### src/design/rcei_pkg.sv
// Shared types, constants, fixed-point helpers and the sequencer program.
package rcei_pkg;

  localparam int FRAC_BITS = 16;
  localparam int IFRAC     = 32;
  localparam int UP_SHIFT  = IFRAC - FRAC_BITS;
  localparam int MAX_HITS  = 4;
  localparam int PC_W      = 8;
  localparam int RA_W      = 6;
  localparam int RF_DEPTH  = 1 << RA_W;

  typedef logic signed [63:0] fx_t;

  localparam fx_t FX_MAX  = 64'sh7FFF_FFFF_FFFF_FFFF;
  localparam fx_t FX_MIN  = 64'sh8000_0000_0000_0000;
  localparam fx_t FX_ONE  = 64'sh0000_0001_0000_0000;
  localparam fx_t FX_ZERO = 64'sh0;

  typedef struct packed {
    logic signed [31:0] origin_x;
    logic signed [31:0] origin_y;
    logic signed [31:0] origin_z;
    logic signed [31:0] dir_x;
    logic signed [31:0] dir_y;
    logic signed [31:0] dir_z;
  } req_t;

  typedef struct packed {
    logic signed [31:0] hit_distance;
    logic signed [31:0] hit_x;
    logic signed [31:0] hit_y;
    logic signed [31:0] hit_z;
    logic               entering;
    logic               last_hit;
  } res_t;

  typedef enum logic [2:0] {
    CFG_AXIS_X  = 3'd0,
    CFG_AXIS_Y  = 3'd1,
    CFG_AXIS_Z  = 3'd2,
    CFG_LOWER_Z = 3'd3,
    CFG_UPPER_Z = 3'd4,
    CFG_TOL     = 3'd5
  } cfg_idx_e;

  typedef struct packed {
    logic        [30:0] ax;
    logic        [30:0] ay;
    logic        [30:0] az;
    logic signed [31:0] zlo;
    logic signed [31:0] zhi;
    logic        [15:0] tol;
  } cfg_t;

  typedef struct packed {
    fx_t  t;
    fx_t  x;
    fx_t  y;
    fx_t  z;
    logic ent;
  } hit_t;

  typedef struct packed {
    hit_t [MAX_HITS-1:0] h;
    logic [2:0]          n;
  } hitset_t;

  typedef enum logic [3:0] {
    OP_ADD, OP_SUB, OP_MUL, OP_DIV, OP_SQRT, OP_SNAP,
    OP_BLE, OP_BLT, OP_BMAGLE, OP_SETGE, OP_ANDLE, OP_SETLE, OP_SETLT,
    OP_REC, OP_END
  } op_e;

  typedef enum logic [1:0] {AR_MUL, AR_DIV, AR_SQRT} ar_e;

  typedef struct packed {
    op_e             op;
    logic [RA_W-1:0] dst;
    logic [RA_W-1:0] a;
    logic [RA_W-1:0] b;
    logic [PC_W-1:0] tgt;
  } uop_t;

  // operand addresses below R_MEM0 come from constants, the ray and configuration
  localparam logic [RA_W-1:0] R_ZERO = 6'd0,  R_ONE = 6'd1,  R_TOL = 6'd2;
  localparam logic [RA_W-1:0] R_AX = 6'd3,    R_ZLO = 6'd6,  R_ZHI = 6'd7;
  localparam logic [RA_W-1:0] R_PX = 6'd8,    R_PZ = 6'd10,  R_DX = 6'd11;
  localparam logic [RA_W-1:0] R_DZ = 6'd13,   R_ONETOL = 6'd14;
  localparam logic [RA_W-1:0] R_MEM0 = 6'd16;
  localparam logic [RA_W-1:0] R_TS = 6'd16,   R_Q0 = 6'd17,  R_U0 = 6'd20;
  localparam logic [RA_W-1:0] R_V0 = 6'd23,   R_A = 6'd26,   R_B = 6'd27;
  localparam logic [RA_W-1:0] R_C = 6'd28,    R_T1 = 6'd29,  R_T2 = 6'd30;
  localparam logic [RA_W-1:0] R_S = 6'd32,    R_NB = 6'd33,  R_T = 6'd34;
  localparam logic [RA_W-1:0] R_PT0 = 6'd35,  R_PT2 = 6'd37, R_W0 = 6'd38;
  localparam logic [RA_W-1:0] R_ZLOM = 6'd41, R_ZHIP = 6'd42, R_DISC = 6'd43;

  localparam int PC_ROOT0  = 43;
  localparam int PC_ROOT1  = 65;
  localparam int PC_PLANES = 87;
  localparam int PC_PLANE0 = 88;
  localparam int PC_PLANE1 = 108;
  localparam int PC_END    = 128;

  function automatic fx_t sat65(input logic signed [64:0] s);
    if (s[64] != s[63]) return s[64] ? FX_MIN : FX_MAX;
    return s[63:0];
  endfunction

  function automatic fx_t sadd(input fx_t a, input fx_t b);
    return sat65({a[63], a} + {b[63], b});
  endfunction

  function automatic fx_t ssub(input fx_t a, input fx_t b);
    return sat65({a[63], a} - {b[63], b});
  endfunction

  function automatic logic [63:0] fmag(input fx_t a);
    return a[63] ? (~a + 64'd1) : a;
  endfunction

  function automatic fx_t from_mag(input logic neg, input logic [63:0] m);
    if (neg) return m[63] ? FX_MIN : fx_t'(~m + 64'd1);
    return m[63] ? FX_MAX : fx_t'(m);
  endfunction

  function automatic fx_t sx32(input logic signed [31:0] v);
    return {{(32-UP_SHIFT){v[31]}}, v, {UP_SHIFT{1'b0}}};
  endfunction

  function automatic fx_t axis_of(input logic [30:0] v);
    logic [30:0] vv;
    vv = (v == 31'd0) ? 31'd1 : v;
    return {{(33-UP_SHIFT){1'b0}}, vv, {UP_SHIFT{1'b0}}};
  endfunction

  function automatic fx_t tol_fx(input logic [15:0] t);
    return {{(48-UP_SHIFT){1'b0}}, t, {UP_SHIFT{1'b0}}};
  endfunction

  function automatic logic signed [31:0] to_out(input fx_t x);
    logic [63:0] m;
    m = (fmag(x) + (64'd1 << (UP_SHIFT - 1))) >> UP_SHIFT;
    if (x[63]) begin
      if (m > 64'h8000_0000) return 32'sh8000_0000;
      return 32'(~m + 64'd1);
    end
    if (m > 64'h7FFF_FFFF) return 32'sh7FFF_FFFF;
    return 32'(m);
  endfunction

  function automatic uop_t mk(input op_e op, input logic [RA_W-1:0] d,
                              input logic [RA_W-1:0] a, input logic [RA_W-1:0] b,
                              input int tgt = 0);
    uop_t u;
    u.op  = op;
    u.dst = d;
    u.a   = a;
    u.b   = b;
    u.tgt = PC_W'(tgt);
    return u;
  endfunction

  // three-term dot product through T1/T2
  function automatic uop_t dot_u(input int k, input logic [RA_W-1:0] d,
                                 input logic [RA_W-1:0] a0, input logic [RA_W-1:0] b0);
    case (k)
      0:       return mk(OP_MUL, R_T1, a0, b0);
      1:       return mk(OP_MUL, R_T2, a0 + 6'd1, b0 + 6'd1);
      2:       return mk(OP_ADD, R_T1, R_T1, R_T2);
      3:       return mk(OP_MUL, R_T2, a0 + 6'd2, b0 + 6'd2);
      default: return mk(OP_ADD, d, R_T1, R_T2);
    endcase
  endfunction

  // point = P + t*D
  function automatic uop_t point_u(input int k);
    logic [RA_W-1:0] c;
    c = RA_W'(k >> 1);
    if ((k & 1) == 0) return mk(OP_MUL, R_T2, R_T, R_DX + c);
    return mk(OP_ADD, R_PT0 + c, R_PX + c, R_T2);
  endfunction

  function automatic uop_t root_u(input int k, input logic upper);
    if (k == 0) return upper ? mk(OP_ADD, R_T1, R_NB, R_S) : mk(OP_SUB, R_T1, R_NB, R_S);
    if (k == 1) return mk(OP_DIV, R_T1, R_T1, R_A);
    if (k == 2) return mk(OP_ADD, R_T1, R_T1, R_TS);
    if (k == 3) return mk(OP_SNAP, R_T, R_T1, R_TOL);
    if (k < 10) return point_u(k - 4);
    if (k < 13) return mk(OP_DIV, R_W0 + RA_W'(k - 10), R_PT0 + RA_W'(k - 10),
                          R_AX + RA_W'(k - 10));
    if (k < 18) return dot_u(k - 13, R_T1, R_W0, R_V0);
    if (k == 18) return mk(OP_SETLT, R_ZERO, R_T1, R_ZERO);
    if (k == 19) return mk(OP_SETGE, R_ZERO, R_PT2, R_ZLOM);
    if (k == 20) return mk(OP_ANDLE, R_ZERO, R_PT2, R_ZHIP);
    return mk(OP_REC, R_ZERO, R_ZERO, R_ZERO);
  endfunction

  function automatic uop_t plane_u(input int k, input logic upper);
    if (k == 0) return mk(OP_SUB, R_T1, upper ? R_ZHI : R_ZLO, R_PZ);
    if (k == 1) return mk(OP_DIV, R_T1, R_T1, R_DZ);
    if (k == 2) return mk(OP_SNAP, R_T, R_T1, R_TOL);
    if (k < 9) return point_u(k - 3);
    if (k < 12) return mk(OP_DIV, R_W0 + RA_W'(k - 9), R_PT0 + RA_W'(k - 9),
                          R_AX + RA_W'(k - 9));
    if (k < 17) return dot_u(k - 12, R_T1, R_W0, R_W0);
    if (k == 17) return mk(OP_SETLE, R_ZERO, R_T1, R_ONETOL);
    if (k == 18) return upper ? mk(OP_SETLT, R_ZERO, R_DZ, R_ZERO)
                              : mk(OP_SETLT, R_ZERO, R_ZERO, R_DZ);
    return mk(OP_REC, R_ZERO, R_ZERO, R_ZERO);
  endfunction

  function automatic uop_t rcei_rom(input logic [PC_W-1:0] pc);
    int p;
    int k;
    p = int'(pc);
    if (p < 5) return dot_u(p, R_T1, R_PX, R_DX);
    if (p == 5) return mk(OP_SUB, R_TS, R_ZERO, R_T1);
    if (p < 12) begin
      k = p - 6;
      if ((k & 1) == 0) return mk(OP_MUL, R_T1, R_TS, R_DX + RA_W'(k >> 1));
      return mk(OP_ADD, R_Q0 + RA_W'(k >> 1), R_PX + RA_W'(k >> 1), R_T1);
    end
    if (p < 15) return mk(OP_DIV, R_U0 + RA_W'(p - 12), R_Q0 + RA_W'(p - 12),
                          R_AX + RA_W'(p - 12));
    if (p < 18) return mk(OP_DIV, R_V0 + RA_W'(p - 15), R_DX + RA_W'(p - 15),
                          R_AX + RA_W'(p - 15));
    if (p < 23) return dot_u(p - 18, R_A, R_V0, R_V0);
    if (p < 28) return dot_u(p - 23, R_B, R_U0, R_V0);
    if (p < 33) return dot_u(p - 28, R_T1, R_U0, R_U0);
    if (p == 33) return mk(OP_SUB, R_C, R_T1, R_ONE);
    if (p == 34) return mk(OP_SUB, R_ZLOM, R_ZLO, R_TOL);
    if (p == 35) return mk(OP_ADD, R_ZHIP, R_ZHI, R_TOL);
    if (p == 36) return mk(OP_BLE, R_ZERO, R_A, R_ZERO, PC_PLANES);
    if (p == 37) return mk(OP_MUL, R_T1, R_B, R_B);
    if (p == 38) return mk(OP_MUL, R_T2, R_A, R_C);
    if (p == 39) return mk(OP_SUB, R_DISC, R_T1, R_T2);
    if (p == 40) return mk(OP_BLT, R_ZERO, R_DISC, R_ZERO, PC_PLANES);
    if (p == 41) return mk(OP_SQRT, R_S, R_DISC, R_ZERO);
    if (p == 42) return mk(OP_SUB, R_NB, R_ZERO, R_B);
    if (p < PC_ROOT1) return root_u(p - PC_ROOT0, 1'b0);
    if (p < PC_PLANES) return root_u(p - PC_ROOT1, 1'b1);
    if (p == PC_PLANES) return mk(OP_BMAGLE, R_ZERO, R_DZ, R_TOL, PC_END);
    if (p < PC_PLANE1) return plane_u(p - PC_PLANE0, 1'b0);
    if (p < PC_END) return plane_u(p - PC_PLANE1, 1'b1);
    return mk(OP_END, R_ZERO, R_ZERO, R_ZERO);
  endfunction

endpackage

### src/design/rcei_front.sv
// Front end: accepts rays and queues them for the sequencer.
module rcei_front import rcei_pkg::*; (
  input  logic clk_i,
  input  logic rst_ni,
  input  logic in_valid_i,
  output logic in_stall_o,
  input  req_t in_req_i,
  input  logic pop_i,
  output logic avail_o,
  output req_t ray_o
);

  req_t       slot_q [2];
  logic       wr_q, rd_q;
  logic [1:0] cnt_q;
  logic       push;

  assign in_stall_o = (cnt_q == 2'd2);
  assign push       = in_valid_i && !in_stall_o;
  assign avail_o    = (cnt_q != 2'd0);
  assign ray_o      = slot_q[rd_q];

  always_ff @(posedge clk_i) begin
    if (push) slot_q[wr_q] <= in_req_i;
  end

  always_ff @(posedge clk_i or negedge rst_ni) begin
    if (!rst_ni) begin
      wr_q  <= 1'b0;
      rd_q  <= 1'b0;
      cnt_q <= 2'd0;
    end else begin
      if (push) wr_q <= ~wr_q;
      if (pop_i) rd_q <= ~rd_q;
      cnt_q <= cnt_q + {1'b0, push} - {1'b0, pop_i};
    end
  end

endmodule

### config.mk
export PLATFORM = sky130hd
export DESIGN_NAME = rcei_front
export DESIGN_NICKNAME = d
export VERILOG_FILES = /design/src/design/rcei_pkg.sv /design/src/design/rcei_front.sv
export SDC_FILE = /design/constraint.sdc
export NUM_CORES = 1
export LEC_CHECK = 0
export ABC_AREA = 1
export BUFFER_PORTS_ARGS = -buffer_cell sky130_fd_sc_hd__buf_4
export CAP_MARGIN = 20
export CORE_MARGIN = 4
export CORE_UTILIZATION = 52
export CTS_CLUSTER_SIZE = 24
export DETAILED_ROUTE_END_ITERATION = 12
export GPL_TIMING_DRIVEN = 0
export PLACE_DENSITY = 0.91
export REMOVE_ABC_BUFFERS = 1
export SLEW_MARGIN = 30
export SYNTH_ARGS = -nofsm -noshare
export SYNTH_HDL_FRONTEND = slang
export SYNTH_SLANG_ARGS = --single-unit
### constraint.sdc
create_clock -name clk_i -period 10.47 [get_ports clk_i]
set_clock_uncertainty 0.1 [all_clocks]
set_input_delay 1.047 -clock clk_i [delete_from_list [all_inputs] [get_ports clk_i]]
set_output_delay 1.047 -clock clk_i [all_outputs]
set_load 0.1 [all_outputs]
==> results.toml <==
[outcome]
status = "finished clean"

[sta]
fin_tns_setup_ns = 0
maxSlewHeadroom = 0.673
setup_slack_ns = 6.62
timing_hold_violations_final = 0
worst_pin_slew_ns = 0.491
finalMaxSlewViolations = 0
finalCriticalPeriod_ns = 3.85
rsz0062_at_grt = "false"
finalSetupViolations = 0
min_period_over_period = 0.368
fmax_mhz = 260
hold_ws_ns = 0.222

[detailed_routing]
drtIter0Drc = 690
firstDrtPassIters = 4
wl_per_cell_um = 18.7
viasPerCell = 5.00
routed_wl_um = 34400
via_count = 9208
drc_errors = 0
ant_nets = 0

[critical_path]
crit_path_end_kind = "output pin"
worstPathCellList = "buf_16 > buf_16 > buf_12 > nand2_1 > o21ai_1 > buf_4"
r2r_cells = 5
cp_num_buf_inv = 4
r2r_end = "slot_q[0][49]"
cp.required_ns = 9.32
crit_slowest_cell = "dfrtp_4"
crit_path_max_fanout = 68
crit_family = "buffers and inverters"
cp_common_cell = "buf_16"
rr_startpoint = "wr_q"
crit_cells = 6
arrival_ns = 2.71
crit_path_start_kind = "flip-flop"
crit_type = "flip-flop to output pin"
cp_slowest_stage_delay_ns = 0.73
r2r_slack_ns = 8.13

[final_layout]
area_growth_pct = 32.1
diodes = 0
fillers = 1743
final_core_util = 0.697
nNetsFinal = 1635
drive_gt1_frac = 0.330

[cts]
clock-sinks = 388
cts_buffers = 40
post_cts_buffers = 0
clk_path_buf_depth = 3
htreeDepth = 2
insertion_delay_ns = 0.51
postCtsResizedCells = 0
path_clk_slew_ns = 0.05
root_buffer = "clkbuf_16"
cts_tree = "yes"
cts_hold_buf = 0

[placement]
place_ws_ns = 7.14
gp_congestion = 0.763
io_buffers = 389
place.detailed.hpwl_um = 24000

[synth]
yosysMostFrequentCell = "edfxtp_1"
yosys.area.top_type = "edfxtp_1"
yosysSeqAreaShare = 0.793
syn_avg_cell_area_um2 = 14.2
ys_warn_count = 0
ys_types = 15
synth_ff_type = "edfxtp_1"
synth_enable_flop_cells = 384
synth.top_cell.area_share = 0.787
synth.top_cells.by_count = "384 x edfxtp_1, 202 x nand2_1, 200 x inv_1, 142 x o21ai_1, 33 x buf_6"
synthTopCellsByArea = "edfxtp_1 79%, nand2_1 5.2%, inv_1 5.1%"
async_flop_share = 0.0103
netlist_area_um2 = 14700
synth_seq_cells = 388
synthCells = 1031

[floorplanning]
initial_core_util = 0.528
dieArea_um2 = 30900
die_h_um = 176
coreArea_um2 = 27800
fp-row-count = 61
fp.dieW_um = 176
ioPinCount = 390

[grt]
antenna_found_initial = 0
grt_pass1_vias = 9786
grt-ovfl-total = 0
grt_pass1_wl_um = 51600
grt_max_degree = 83
grt_usage = 0.214

[run]
max-cap-violations = 0

[hold_path]
hold_class = "primary input to async pin"
[state kept, by name (all words and copies together) (netlist names)]
register / cells
cnt_q: 2
rd_q: 1
slot_q: 384
wr_q: 1
[per-layer routing]
| metal | GRT usage | share of wire | up-vias |
|---|---|---|---|
| met2 | 0.387 | 0.53 | 405 |
| li1 | - | - | 4301 |
| met5 | 0 | 0 | - |
| met1 | 0.230 | 0.34 | 4417 |
| met3 | 0.0702 | 0.089 | 85 |
| met4 | 0.0890 | 0.042 | 0 |
[worst register-to-register path, stage by stage (launching register included)]
cell	delay, ns
dfrtp_1	0.38
inv_1	0.12
nand3_1	0.22
inv_8	0.32
buf_16	0.38
buf_16	0.37
[layout make-up]
type,count,area [µm²],share of cell area
clock buffer,49,1060,0.0545
clock inverter,21,204,0.0105
inverter,200,758,0.0392
multi-input combinational,400,1850,0.0955
sequential,388,11600,0.601
tap,378,473,0.0244
timing repair buffer,407,3390,0.175
[cell families (layout without fill, tap and decap cells)]
kind of cell | count (synthesis) | after routing | share of synthesized area
AOI/OAI and AO/OA | 192 | 192 | 0.0707
xor gates and xnor gates | 1 | 1 | 0.000598
adders and majority gates | 2 | 2 | 0.00171
buffers and inverters | 243 | 677 | 0.0810
DFF | 388 | 388 | 0.793
and+or+nand+nor | 205 | 205 | 0.0527
[worst max path at each step]
stage                from            end  slack [ns]
2_1_floorplan        rd_q       ray_o[0]       -0.97
3_3_place_gp   in_valid_i  slot_q[1][76]       -3.87
3_5_place_dp         rd_q      ray_o[48]        7.14
4_1_cts              rd_q      ray_o[48]        6.58
5_1_grt              rd_q      ray_o[48]        6.44
6_report             rd_q      ray_o[48]        6.62
[cells in the final DEF, fill, tap and decap left out, drive strengths merged]
cell,synthesis,final
inv,200,201
nand3,2,2
buf,41,407
ha,2,2
edfxtp,384,384
xor2,1,1
clkbuf,2,49
dfrtp,4,4
bufinv,0,4
clkinvlp,0,2
clkinv,0,14
nor2,1,1
o21ai,192,192
nand2,202,202
[per-stage QoR]
step,cells,instance area (µm²)
5_1_grt,1843,19400
2_1_floorplan,988,14200
6_report,1843,19400
4_1_cts,1843,19400
3_3_place_gp,1755,17600
3_5_place_dp,1773,18100
Power is not shown: default switching activity piles up to over one toggle a cycle in this logic, so the estimate is an artifact.
